## src/sv/cbt_pkg.sv

```systemverilog
// package with the payload types and fixed constants of the bezier tessellator
`timescale 1ns / 1ps

package cbt_pkg;

  localparam int CoordBits = 24;
  localparam int StepBits = 6;
  localparam logic [StepBits-1:0] StepsReset = 6'd15;
  // remainder of the per-step t increment stays below twice the step count
  localparam int RemBits = StepBits + 1;

  typedef struct packed {
    logic signed [CoordBits-1:0] p0_x;
    logic signed [CoordBits-1:0] p0_y;
    logic signed [CoordBits-1:0] p1_x;
    logic signed [CoordBits-1:0] p1_y;
    logic signed [CoordBits-1:0] p2_x;
    logic signed [CoordBits-1:0] p2_y;
    logic signed [CoordBits-1:0] p3_x;
    logic signed [CoordBits-1:0] p3_y;
  } seg_t;

  typedef struct packed {
    logic signed [CoordBits-1:0] curve_x;
    logic signed [CoordBits-1:0] curve_y;
    logic [StepBits-1:0] step_index;
    logic last_point;
  } point_t;

  typedef struct packed {
    logic [StepBits-1:0] step;
    logic last;
  } step_ctl_t;

endpackage

```

## src/sv/cbt_div.sv

```systemverilog
// bit-serial divider giving the per-step t increment for the current step count
`timescale 1ns / 1ps

module cbt_div #(
  parameter int T_FRAC_BITS = 16
) (
  input  logic                        clk_i,
  input  logic                        rst_ni,
  input  logic                        start_i,
  input  logic [cbt_pkg::StepBits-1:0] steps_i,
  output logic                        busy_o,
  output logic [T_FRAC_BITS:0]        inc_q_o,
  output logic [cbt_pkg::RemBits-1:0] inc_r_o
);

  localparam int TB = T_FRAC_BITS + 1;
  // dividend is 2^(T_FRAC_BITS+1), one quotient bit per cycle
  localparam int DivBits = T_FRAC_BITS + 2;
  localparam int CntW = $clog2(DivBits + 1);
  localparam int RB = cbt_pkg::RemBits;

  logic [CntW-1:0] cnt_q, cnt_d;
  logic [RB-1:0]   div_q, div_d;
  logic [RB-1:0]   rem_q, rem_d;
  logic [TB-1:0]   quo_q, quo_d;
  logic [RB:0]     rem_sh;
  logic            qbit;

  always_comb begin
    cnt_d  = cnt_q;
    div_d  = div_q;
    rem_d  = rem_q;
    quo_d  = quo_q;
    rem_sh = {rem_q, (cnt_q == CntW'(DivBits))};
    qbit   = (rem_sh >= {1'b0, div_q});
    if (cnt_q != '0) begin
      rem_d = qbit ? RB'(rem_sh - {1'b0, div_q}) : rem_sh[RB-1:0];
      quo_d = {quo_q[TB-2:0], qbit};
      cnt_d = cnt_q - 1'b1;
    end
    if (start_i) begin
      // divisor is twice the step count
      div_d = {steps_i, 1'b0};
      rem_d = '0;
      quo_d = '0;
      cnt_d = CntW'(DivBits);
    end
  end

  always_ff @(posedge clk_i or negedge rst_ni) begin
    if (!rst_ni) begin
      cnt_q <= CntW'(DivBits);
      div_q <= {cbt_pkg::StepsReset, 1'b0};
      rem_q <= '0;
      quo_q <= '0;
    end else begin
      cnt_q <= cnt_d;
      div_q <= div_d;
      rem_q <= rem_d;
      quo_q <= quo_d;
    end
  end

  assign busy_o  = (cnt_q != '0);
  assign inc_q_o = quo_q;
  assign inc_r_o = rem_q;

endmodule

```

## config.mk

```make
export PLATFORM = sky130hd
export DESIGN_NAME = cbt_div
export DESIGN_NICKNAME = d
export VERILOG_FILES = /design/src/sv/cbt_pkg.sv /design/src/sv/cbt_div.sv
export SDC_FILE = /design/constraint.sdc
export NUM_CORES = 1
export LEC_CHECK = 0
export BUFFER_PORTS_ARGS = -buffer_cell sky130_fd_sc_hd__clkbuf_2
export CORE_MARGIN = 2
export CORE_UTILIZATION = 50
export CTS_CLUSTER_DIAMETER = 150
export DETAILED_ROUTE_END_ITERATION = 8
export GPL_TIMING_DRIVEN = 1
export PLACE_DENSITY_LB_ADDON = 0.2
export SLEW_MARGIN = 20
export SYNTH_ARGS = -nofsm -noshare
export SYNTH_HDL_FRONTEND = slang
export SYNTH_SLANG_ARGS = --single-unit
```

## constraint.sdc

```tcl
create_clock -name clk_i -period 4.84 [get_ports clk_i]
set_clock_uncertainty 0.2 [all_clocks]
set_input_delay 0.242 -clock clk_i [delete_from_list [all_inputs] [get_ports clk_i]]
set_output_delay 0.242 -clock clk_i [all_outputs]
set_load 0.05 [all_outputs]
```

==> out/metrics.cfg <==
[timing]
report.final.slew_viol_count = 0
hold_ws_ns = 0.3149
max_freq_mhz = 394.1
setup-violations-final = 0
fin_setup_tns_ns = 0
rsz0062_at_grt = false
slew_headroom = 0.4429
fin_crit_ns = 2.537
worstMarginPinSlew_ns = 0.8356
min_period_over_period = 0.5243
setup_slack_ns = 2.303
hold_viol_final = 0

[clocking]
ctsResizeCount = 0
clock_latency_ns = 0.34
clock-sinks = 35
cts_hold_buf = 7
post-cts-setup-buffers = 0
cts_tree = built
cts_buffers = 5
htreeDepth = 2
clk_pin_slew_ns = 0.11
root_buffer = clkbuf_4
clock_path_buffers = 2

[yosys]
synth_nets = 209
netlist_area_sq_um = 1795
synth_warnings = 0
postSynthAreaPerCell_sq_um = 9.400
ys_seq_area_frac = 0.4920
yosys.area_share.simple = 0.1672
post_synth_xor_area_fraction = 0.02439
ys_types = 42
synth-compound-area-share = 0.1700
synth_area_leaders = dfrtp_1 (40%), dfstp_2 (8.8%), nand2_1 (8.4%)
synth_top_area_share = 0.4042
yosysTopAreaCell = dfrtp_1
muxShareOfSynthArea = 0.02300
ys_seq_elements = 35
synth_top_family_by_area = compound AO/OA/AOI/OAI gates
synthAdderAreaFrac = 0.06690
syn-instance-count = 191

[critical_path]
cp_slowest_cell = dfstp_2
critPathRequiredTime_ns = 4.40
start_kind = register
slowest_delay_ns = 0.57
critPathCaptureType = output pin
crit_arrival_ns = 2.10
cp_max_fo = 28
path_class = reg2out
cp_cell_sequence = inv_1 -> ha_1 -> or3b_1 -> nor2_2 -> inv_2 -> clkbuf_2

[global_route]
gr-total-overflow = 0
grt_pass1_vias = 1327
grt_pass1_wl_um = 6279
antenna_found_initial = 0
grt_usage = 0.1961
grt_start_max_net_pins = 41

[drt]
drc = 0
ant_nets = 0
viasPerCell = 5.179
drt_iter0_markers = 71
vias = 1419
dr.pass1.iters = 4
routed_wirelength_um = 3647
wire_per_inst_um = 13.31

[final_layout]
diodes = 0
syn_to_final_growth_pct = 16.59
nNetsFinal = 245
final_core_util = 0.6176
fillers = 285
drive_gt1_frac = 0.2456

[floorplan]
die_w_um = 63.93
dieHeight_um = 63.93
rows = 21
dieArea_sq_um = 4086
initial_core_util = 0.5297
core_sq_um = 3390
io_pins = 34

[placement]
portBuffers = 33
dp.final_hpwl_um = 2505
dp_slack_ns = 2.409
finalWeightedCongestion = 0.8277

[power]
ir_drop_v = 0.0002000
p_comb_frac = 0.449
internal-power_w = 0.0005545
p_clk_frac = 0.163
switching_share = 0.4265
power.leakage_nw = 0.9890
p_per_area_nw_per_um2 = 461.9
p_seq_frac = 0.388
fin_total_pwr_w = 0.0009669
power_switching_w = 0.0004123

[hold_path]
hp-class = reg2reg

[run]
maxCapViolCount = 0

[status]
status = complete, no violations

[per-layer routing]
layer,vias up,track usage,routed length [um],part of all wire
met4,0,0.06522,55,0.015
li1,719,-,-,-
met1,668,0.2698,1752,0.48
met3,6,0.04225,150,0.041
met5,-,0,0,0
met2,26,0.3086,1689,0.46
[logic make-up after synthesis]
family                     Yosys count
and+or+nand+nor                     70
AOI/OAI and AO/OA                   45
DFF                                 35
buffers and inverters               23
adders and majority gates            9
xor gates and xnor gates             5
muxes                                4
[cells in the final DEF, fill, tap and decap left out, types with 2 or more instances in the layout]
| master | netlist | routed |
|---|---|---|
| nor4_1 | 3 | 3 |
| a211o_1 | 2 | 2 |
| nor3_1 | 2 | 2 |
| o311a_1 | 3 | 3 |
| xnor2_1 | 4 | 4 |
| o211ai_1 | 4 | 4 |
| o21ai_0 | 5 | 5 |
| mux2i_1 | 3 | 3 |
| dlygate4sd3_1 | 0 | 7 |
| dfstp_2 | 6 | 6 |
| inv_1 | 10 | 10 |
| a21o_1 | 2 | 2 |
| ha_1 | 8 | 8 |
| clkbuf_4 | 0 | 5 |
| clkbuf_2 | 0 | 33 |
| a21oi_1 | 18 | 18 |
| nand3b_1 | 2 | 2 |
| clkinvlp_4 | 0 | 2 |
| dfrtp_1 | 29 | 29 |
| nor2_1 | 17 | 17 |
| nand2_1 | 40 | 40 |
| a311oi_1 | 2 | 2 |
[cell usage after synthesis]
cell type / n
a31oi_1: 1
o311a_1: 3
o22ai_1: 1
mux2_2: 1
or2b_1: 1
xnor2_1: 4
nor2_1: 17
dfstp_2: 6
inv_2: 1
o31a_2: 1
buf_1: 2
dfrtp_1: 29
nand2b_1: 1
o2111a_1: 1
o21ai_0: 5
xor2_1: 1
buf_4: 1
o21ai_2: 1
mux2i_1: 3
ha_1: 8
o21bai_1: 1
buf_6: 1
nand3b_1: 2
nand2_1: 40
fa_1: 1
buf_2: 3
o211ai_1: 4
a21oi_1: 18
inv_1: 10
a21oi_2: 1
or2_4: 1
clkbuf_1: 5
or3b_1: 1
nand3_1: 1
nor3_1: 2
a211o_1: 2
a32oi_1: 1
nor2_2: 1
a311oi_1: 2
a21o_1: 2
a211oi_2: 1
nor4_1: 3
[path summary, 6_finish.rpt]
check / start / to / slack (ns) / depth (start not counted)
max: cnt_q[1] / busy_o / 2.30 / 6
min: div_q[4] / div_q[4] / 0.31 / 2
max reg2reg: div_q[3] / inc_r_o[3] / 2.40 / 7
min reg2reg: div_q[4] / div_q[4] / 0.31 / 2
max in group asynchronous: rst_ni / inc_q_o[0] / 3.59 / 2
min in group asynchronous: rst_ni / inc_r_o[0] / 0.33 / 2
[registers in the layout (all words and copies together), names as in the netlist]
signal	flops
cnt_q	5
div_q	6
inc_q_o	17
inc_r_o	7
[area by class of cell]
cell class	count	area (sq um)	area share
Clock buffer	5	37.54	0.01793
Clock inverter	3	20.02	0.009564
Inverter	11	41.29	0.01973
Multi-Input combinational cell	133	810.8	0.3873
Sequential cell	35	883.3	0.4220
Tap cell	46	57.56	0.02750
Timing Repair Buffer	41	242.7	0.1160
[power by group through the flow]
stage / clock, W / sequential (W) / combinational [W]
final: 0.000158 / 0.000375 / 0.000434
after global routing: 0.000179 / 0.000380 / 0.000475
after CTS: 0.000164 / 0.000375 / 0.000437
after detailed placement: 0 / 0.000380 / 0.000430
after global placement: 0 / 0.000378 / 0.000424
after floorplan: 0 / 0.000462 / 0.000264
[worst max-delay path, delay by kind of cell (launching register included)]
family	cells	cell delay, ns
buffers and inverters	3	0.75
DFF	1	0.57
and+or+nand+nor	2	0.25
adders and majority gates	1	0.19
[through the flow]
stage	cells	cell area, sq um
3_5_place_dp	259	1966
3_3_place_gp	259	1966
2_1_floorplan	191	1795
6_report	274	2093
4_1_cts	274	2093
5_1_grt	274	2093
Note: power is estimated with default switching activity, not from simulation.
