**config.mk**
```make
export PLATFORM = sky130hd
export DESIGN_NAME = cbt_seq
export DESIGN_NICKNAME = d
export VERILOG_FILES = /design/src/sv/cbt_pkg.sv /design/src/sv/cbt_seq.sv
export SDC_FILE = /design/constraint.sdc
export NUM_CORES = 1
export LEC_CHECK = 0
export ABC_CLOCK_PERIOD_IN_PS = 19500
export BUFFER_PORTS_ARGS = -buffer_cell sky130_fd_sc_hd__buf_2
export CAP_MARGIN = 20
export CORE_AREA = 5 5 172 174
export CTS_CLUSTER_SIZE = 20
export DETAILED_ROUTE_END_ITERATION = 7
export DIE_AREA = 0 0 177 179
export GPL_ROUTABILITY_DRIVEN = 0
export SYNTH_ARGS = -nofsm -noshare
export SYNTH_HDL_FRONTEND = slang
export SYNTH_SLANG_ARGS = --single-unit
```
**constraint.sdc**
```tcl
create_clock -name clk_i -period 19.5 [get_ports clk_i]
set_clock_uncertainty 0.2 [all_clocks]
set_input_delay 3.9 -clock clk_i [delete_from_list [all_inputs] [get_ports clk_i]]
set_output_delay 3.9 -clock clk_i [all_outputs]
set_load 0.02 [all_outputs]
```
**src/sv/cbt_pkg.sv**
```systemverilog
// package with the payload types and fixed constants of the bezier tessellator
`timescale 1ns / 1ps

package cbt_pkg;

  localparam int CoordBits = 24;
  localparam int StepBits = 6;
  localparam logic [StepBits-1:0] StepsReset = 6'd15;
  // remainder of the per-step t increment stays below twice the step count
  localparam int RemBits = StepBits + 1;

  typedef struct packed {
    logic signed [CoordBits-1:0] p0_x;
    logic signed [CoordBits-1:0] p0_y;
    logic signed [CoordBits-1:0] p1_x;
    logic signed [CoordBits-1:0] p1_y;
    logic signed [CoordBits-1:0] p2_x;
    logic signed [CoordBits-1:0] p2_y;
    logic signed [CoordBits-1:0] p3_x;
    logic signed [CoordBits-1:0] p3_y;
  } seg_t;

  typedef struct packed {
    logic signed [CoordBits-1:0] curve_x;
    logic signed [CoordBits-1:0] curve_y;
    logic [StepBits-1:0] step_index;
    logic last_point;
  } point_t;

  typedef struct packed {
    logic [StepBits-1:0] step;
    logic last;
  } step_ctl_t;

endpackage

```
**src/sv/cbt_seq.sv**
```systemverilog
// point sequencer: holds one segment and issues t for j = 0..steps
`timescale 1ns / 1ps

module cbt_seq #(
  parameter int T_FRAC_BITS = 16
) (
  input  logic                         clk_i,
  input  logic                         rst_ni,
  input  logic                         in_valid_i,
  output logic                         in_ready_o,
  input  cbt_pkg::seg_t                in_data_i,
  input  logic [cbt_pkg::StepBits-1:0] steps_i,
  input  logic                         busy_i,
  input  logic [T_FRAC_BITS:0]         inc_q_i,
  input  logic [cbt_pkg::RemBits-1:0]  inc_r_i,
  output logic                         pt_valid_o,
  input  logic                         pt_ready_i,
  output cbt_pkg::seg_t                pt_seg_o,
  output cbt_pkg::step_ctl_t           pt_ctl_o,
  output logic [T_FRAC_BITS:0]         pt_t_o
);

  localparam int TB = T_FRAC_BITS + 1;
  localparam int RB = cbt_pkg::RemBits;
  localparam int SB = cbt_pkg::StepBits;

  logic          act_q, act_d;
  cbt_pkg::seg_t seg_q, seg_d;
  logic [SB-1:0] j_q, j_d;
  logic [TB-1:0] t_q, t_d;
  logic [RB-1:0] r_q, r_d;
  logic [RB:0]   r_sum;
  logic [RB:0]   div2;
  logic          last;
  logic          adv;
  logic          acc;

  assign last       = (j_q == steps_i);
  assign adv        = act_q & pt_ready_i;
  assign in_ready_o = ~busy_i & (~act_q | (pt_ready_i & last));
  assign acc        = in_valid_i & in_ready_o;

  always_comb begin
    act_d = act_q;
    seg_d = seg_q;
    j_d   = j_q;
    t_d   = t_q;
    r_d   = r_q;
    r_sum = {1'b0, r_q} + {1'b0, inc_r_i};
    div2  = {1'b0, steps_i, 1'b0};
    if (adv) begin
      if (last) begin
        act_d = 1'b0;
      end else begin
        j_d = j_q + 1'b1;
        // numerator grows by 2^(T_FRAC_BITS+1) each step
        if (r_sum >= div2) begin
          r_d = RB'(r_sum - div2);
          t_d = t_q + inc_q_i + 1'b1;
        end else begin
          r_d = r_sum[RB-1:0];
          t_d = t_q + inc_q_i;
        end
      end
    end
    if (acc) begin
      act_d = 1'b1;
      seg_d = in_data_i;
      j_d   = '0;
      t_d   = '0;
      r_d   = {1'b0, steps_i};
    end
  end

  always_ff @(posedge clk_i or negedge rst_ni) begin
    if (!rst_ni) begin
      act_q <= 1'b0;
    end else begin
      act_q <= act_d;
    end
  end

  always_ff @(posedge clk_i) begin
    seg_q <= seg_d;
    j_q   <= j_d;
    t_q   <= t_d;
    r_q   <= r_d;
  end

  assign pt_valid_o    = act_q;
  assign pt_seg_o      = seg_q;
  assign pt_ctl_o.step = j_q;
  assign pt_ctl_o.last = last;
  assign pt_t_o        = t_q;

endmodule

```
==> impl_metrics.sql <==
INSERT INTO impl_metrics (metric_group, metric, value, unit) VALUES
('status', 'status', 'finished, final reports clean', ''),
('synth', 'ys_seq_area_share', '73.0', '%'),
('timing', 'fin_crit_sh', '46.9', '%'),
('cts', 'cts_tree', 'yes', ''),
('pwr', 'ir_drop', '0.110', 'mV'),
('pwr', 'cellInternalPower', '0.00112', 'W'),
('pwr', 'netSwitchingPower', '0.000607', 'W'),
('floorplanning', 'floorplan.core_area', '27600', 'sq um'),
('synth', 'synth_seq_cells', '223', ''),
('cts', 'cts-buffers-inserted', '25', ''),
('pwr', 'clockPowerShare', '27.3', '%'),
('synth', 'dominantRegCellSynth', 'sky130_fd_sc_hd__edfxtp_1', ''),
('cts', 'worstSkewPairLatency', '0.53', 'ns'),
('cts', 'root_buffer', 'sky130_fd_sc_hd__clkbuf_16', ''),
('setup_path', 'critical_path_class', 'input pin to output pin', ''),
('timing', 'period_needed', '9.14', 'ns'),
('floorplanning', 'floorplan.initialDensity', '32.0', '%'),
('cts', 'cts_htree_levels', '1', ''),
('finish', 'nNetsFinal', '1285', ''),
('setup_path', 'crit_arrival', '5.04', 'ns'),
('synth', 'syn_inst', '567', ''),
('synth', 'ys_types', '65', ''),
('setup_path', 'crit_path_max_fanout', '3', ''),
('global_routing', 'grtUsageTotal', '17.8', '%'),
('floorplanning', 'die-area', '31700', 'sq um'),
('timing', 'timing.final.setup_violations', '0', ''),
('placement', 'buffer_ports.inserted', '444', ''),
('global_routing', 'grt_antenna_before_repair', '11', ''),
('pwr', 'static-leakage-power', '5.23', 'nW'),
('synth', 'synthesis.nets', '828', ''),
('cts', 'postCtsSetupRepairBufs', '0', ''),
('timing', 'grt_setup_unrepaired', 'no', ''),
('drt', 'detail_route.first_pass.iterations', '5', ''),
('drt', 'iter_0_drt_violations', '383', ''),
('cts', 'cts.path.max_buffers', '3', ''),
('placement', 'hpwlAfterDp', '24.5', 'mm'),
('timing', 'finalHoldViolCount', '0', ''),
('finish', 'syn_to_final_growth', '39.0', '%'),
('drt', 'drt_wl_total', '30.9', 'mm'),
('timing', 'worst_pin_slew', '0.976', 'ns'),
('cts', 'clock_input_transition_at_the_sequential_cells_of_the_worst_setup_and_hold_paths', '0.05', 'ns'),
('cts', 'tritoncts_num_sinks', '223', ''),
('drt', 'remaining_drc_errors', '0', ''),
('drt', 'avgRoutedWirePerCell', '21.7', 'um'),
('timing', 'whs', '0.269', 'ns'),
('setup_path', 'critical_path_required', '15.40', 'ns'),
('floorplanning', 'placementRows', '61', ''),
('synth', 'yosysWarnings', '0', ''),
('cts', 'ctsResizeCount', '0', ''),
('drt', 'drtAntennaViolNets', '0', ''),
('setup_path', 'critical_path.endpoint_type', 'output pin', ''),
('floorplanning', 'fp.dieH', '179', 'um'),
('synth', 'post_synthesis_mean_instance_area', '15.6', 'sq um'),
('setup_path', 'start_kind', 'input pin', ''),
('global_routing', 'first_global_vias', '6452', ''),
('global_routing', 'grt_overflow_total', '0', ''),
('pwr', 'combinationalPowerShare', '36.4', '%'),
('pwr', 'power.share.switching', '35.2', '%'),
('hold_path', 'hold_path.class', 'flip-flop to flip-flop', ''),
('pwr', 'power_density', '141', 'nW/um^2'),
('floorplanning', 'i_o_pins', '445', ''),
('timing', 'clock.fmax', '109', 'MHz'),
('finish', 'drive_above_1_share', '47.7', '%'),
('global_routing', 'grt_first_pass_wirelength', '41.9', 'mm'),
('synth', 'async_reset_ff_share', '0.448', '%'),
('global_routing', 'largest_net_degree_at_the_start_of_global_routing', '126', ''),
('timing', 'slew-limit-headroom', '35.0', '%'),
('drt', 'post_drt_via_cell_ratio', '4.55', ''),
('pwr', 'p_seq_share', '36.3', '%'),
('drt', 'routed-via-count', '6481', ''),
('flow_run', 'max-cap-violations', '0', ''),
('synth', 'syn-cell-area', '8840', 'sq um'),
('timing', 'final-max-slew-violation-count', '0', ''),
('timing', 'setup_total_negative_slack', '0', 'ns'),
('synth', 'synth-edff-count', '198', ''),
('cts', 'ctsHoldBuffers', '0', ''),
('floorplanning', 'die_width', '177', 'um');
==> stage by stage <==
step	setup slack [ns]	std cells	power [W]	util, %	instance area [sq um]
floorplan	8.01	567	0.00110	-	8840
global placement	10.34	1374	0.00125	41.4	11400
detailed placement	10.33	1375	0.00126	41.5	11500
CTS	10.33	1420	0.00174	44.4	12300
global route	10.23	1421	0.00184	44.4	12300
finish	10.36	1423	0.00173	44.5	12300
==> power groups by stage <==
stage / logic (W) / clock network [W] / registers, W
6_report: 0.000628 / 0.000471 / 0.000628
4_1_cts: 0.000629 / 0.000485 / 0.000628
3_3_place_gp: 0.000618 / 0 / 0.000636
2_1_floorplan: 0.000402 / 0 / 0.000695
3_5_place_dp: 0.000624 / 0 / 0.000637
5_1_grt: 0.000697 / 0.000506 / 0.000633
==> metal layers <==
| metal | share of wire, % | up-vias | global-route usage (%) |
|---|---|---|---|
| met3 | 8.5 | 49 | 5.46 |
| met2 | 51 | 252 | 31.6 |
| met5 | 0.25 | - | 0 |
| li1 | - | 3078 | - |
| met4 | 1.8 | 16 | 4.00 |
| met1 | 38 | 3086 | 21.4 |
==> final cells by class <==
class / instances / area, sq um
antenna: 3 / 7.51
sequential: 223 / 6450
clock buffer: 33 / 666
multi-input combinational: 310 / 2220
timing repair buffer: 446 / 2240
tap: 378 / 473
inverter: 18 / 75.1
clock inverter: 12 / 151
fill: 2598 / 15300
==> final timing paths <==
check                                         from                       to  slack [ns]  cells after the start
setup / recovery                        steps_i[5]               in_ready_o       10.36                      6
hold / removal             pt_t_o[10]$_SDFFE_PP0P_  pt_t_o[10]$_SDFFE_PP0P_        0.27                      2
setup reg to reg                  r_q[0]$_DFFE_PP_  pt_t_o[16]$_SDFFE_PP0P_       15.14                     16
hold reg to reg            pt_t_o[10]$_SDFFE_PP0P_  pt_t_o[10]$_SDFFE_PP0P_        0.27                      2
max in group asynchronous                   rst_ni   pt_valid_o$_DFFE_PN0P_       16.07                      1
min in group asynchronous                   rst_ni   pt_valid_o$_DFFE_PN0P_        2.94                      1
==> synth_stat cells, types with 3 or more instances <==
library cell,number,share of area (%)
sky130_fd_sc_hd__a211oi_1,3,0.25
sky130_fd_sc_hd__a21o_1,9,0.76
sky130_fd_sc_hd__a21o_2,3,0.30
sky130_fd_sc_hd__a21oi_1,23,1.3
sky130_fd_sc_hd__a31oi_1,5,0.35
sky130_fd_sc_hd__and3_1,5,0.35
sky130_fd_sc_hd__and4_1,3,0.30
sky130_fd_sc_hd__buf_2,3,0.17
sky130_fd_sc_hd__buf_4,3,0.25
sky130_fd_sc_hd__buf_6,3,0.38
sky130_fd_sc_hd__clkbuf_1,6,0.25
sky130_fd_sc_hd__dfxtp_1,24,5.4
sky130_fd_sc_hd__edfxtp_1,198,67
sky130_fd_sc_hd__fa_1,3,0.68
sky130_fd_sc_hd__ha_1,31,4.4
sky130_fd_sc_hd__inv_1,18,0.76
sky130_fd_sc_hd__mux2i_1,3,0.34
sky130_fd_sc_hd__nand2_1,34,1.4
sky130_fd_sc_hd__nand3_1,17,0.96
sky130_fd_sc_hd__nand4_1,8,0.57
sky130_fd_sc_hd__nor2_1,21,0.89
sky130_fd_sc_hd__nor3_1,7,0.40
sky130_fd_sc_hd__nor3b_1,5,0.42
sky130_fd_sc_hd__nor4_1,3,0.21
sky130_fd_sc_hd__o211ai_1,6,0.51
sky130_fd_sc_hd__o21ai_0,30,1.7
sky130_fd_sc_hd__o21bai_1,3,0.25
sky130_fd_sc_hd__o31ai_1,4,0.34
sky130_fd_sc_hd__xnor2_1,22,2.2
sky130_fd_sc_hd__xor2_1,22,2.2
==> sequential cells by signal, summed over array words and instances, names as in the netlist <==
name and count:
pt_seg_o 192, j_q 6, pt_valid_o 1, pt_t_o 17, r_q 7
==> logic make-up (layout without fill, tap and decap cells) <==
logic type,Yosys count,after routing,share of synthesized area [%]
AOI/OAI and AO/OA,105,105,7.87
xor gates and xnor gates,44,44,4.36
adders and majority gates,34,34,5.07
buffers and inverters,34,509,1.88
DFF,223,223,73.0
muxes,4,4,0.467
other,0,3,0
and+or+nand+nor,123,123,7.36
==> cell usage in the layout, fill, tap and decap left out, types with 4 or more instances in the layout <==
cell	count
sky130_fd_sc_hd__a21o_1	9
sky130_fd_sc_hd__nor3b_1	5
sky130_fd_sc_hd__o211ai_1	6
sky130_fd_sc_hd__edfxtp_1	198
sky130_fd_sc_hd__nand2_1	34
sky130_fd_sc_hd__and3_1	5
sky130_fd_sc_hd__clkbuf_1	7
sky130_fd_sc_hd__clkbuf_16	25
sky130_fd_sc_hd__xor2_1	22
sky130_fd_sc_hd__buf_2	444
sky130_fd_sc_hd__nor3_1	7
sky130_fd_sc_hd__nor2_1	21
sky130_fd_sc_hd__a31oi_1	5
sky130_fd_sc_hd__nand3_1	17
sky130_fd_sc_hd__nand4_1	8
sky130_fd_sc_hd__o31ai_1	4
sky130_fd_sc_hd__xnor2_1	22
sky130_fd_sc_hd__a21oi_1	23
sky130_fd_sc_hd__dfxtp_1	24
sky130_fd_sc_hd__clkinv_1	4
sky130_fd_sc_hd__o21ai_0	30
sky130_fd_sc_hd__inv_1	17
sky130_fd_sc_hd__ha_1	31
==> worst max-delay path, stage by stage <==
cell and delay [ns]:
sky130_fd_sc_hd__buf_2 0.12, sky130_fd_sc_hd__xor2_1 0.14, sky130_fd_sc_hd__nor2_1 0.19, sky130_fd_sc_hd__nand4_1 0.25, sky130_fd_sc_hd__a21oi_1 0.24, sky130_fd_sc_hd__buf_2 0.19
No activity file was read; power rests on OpenSTA's default activity.
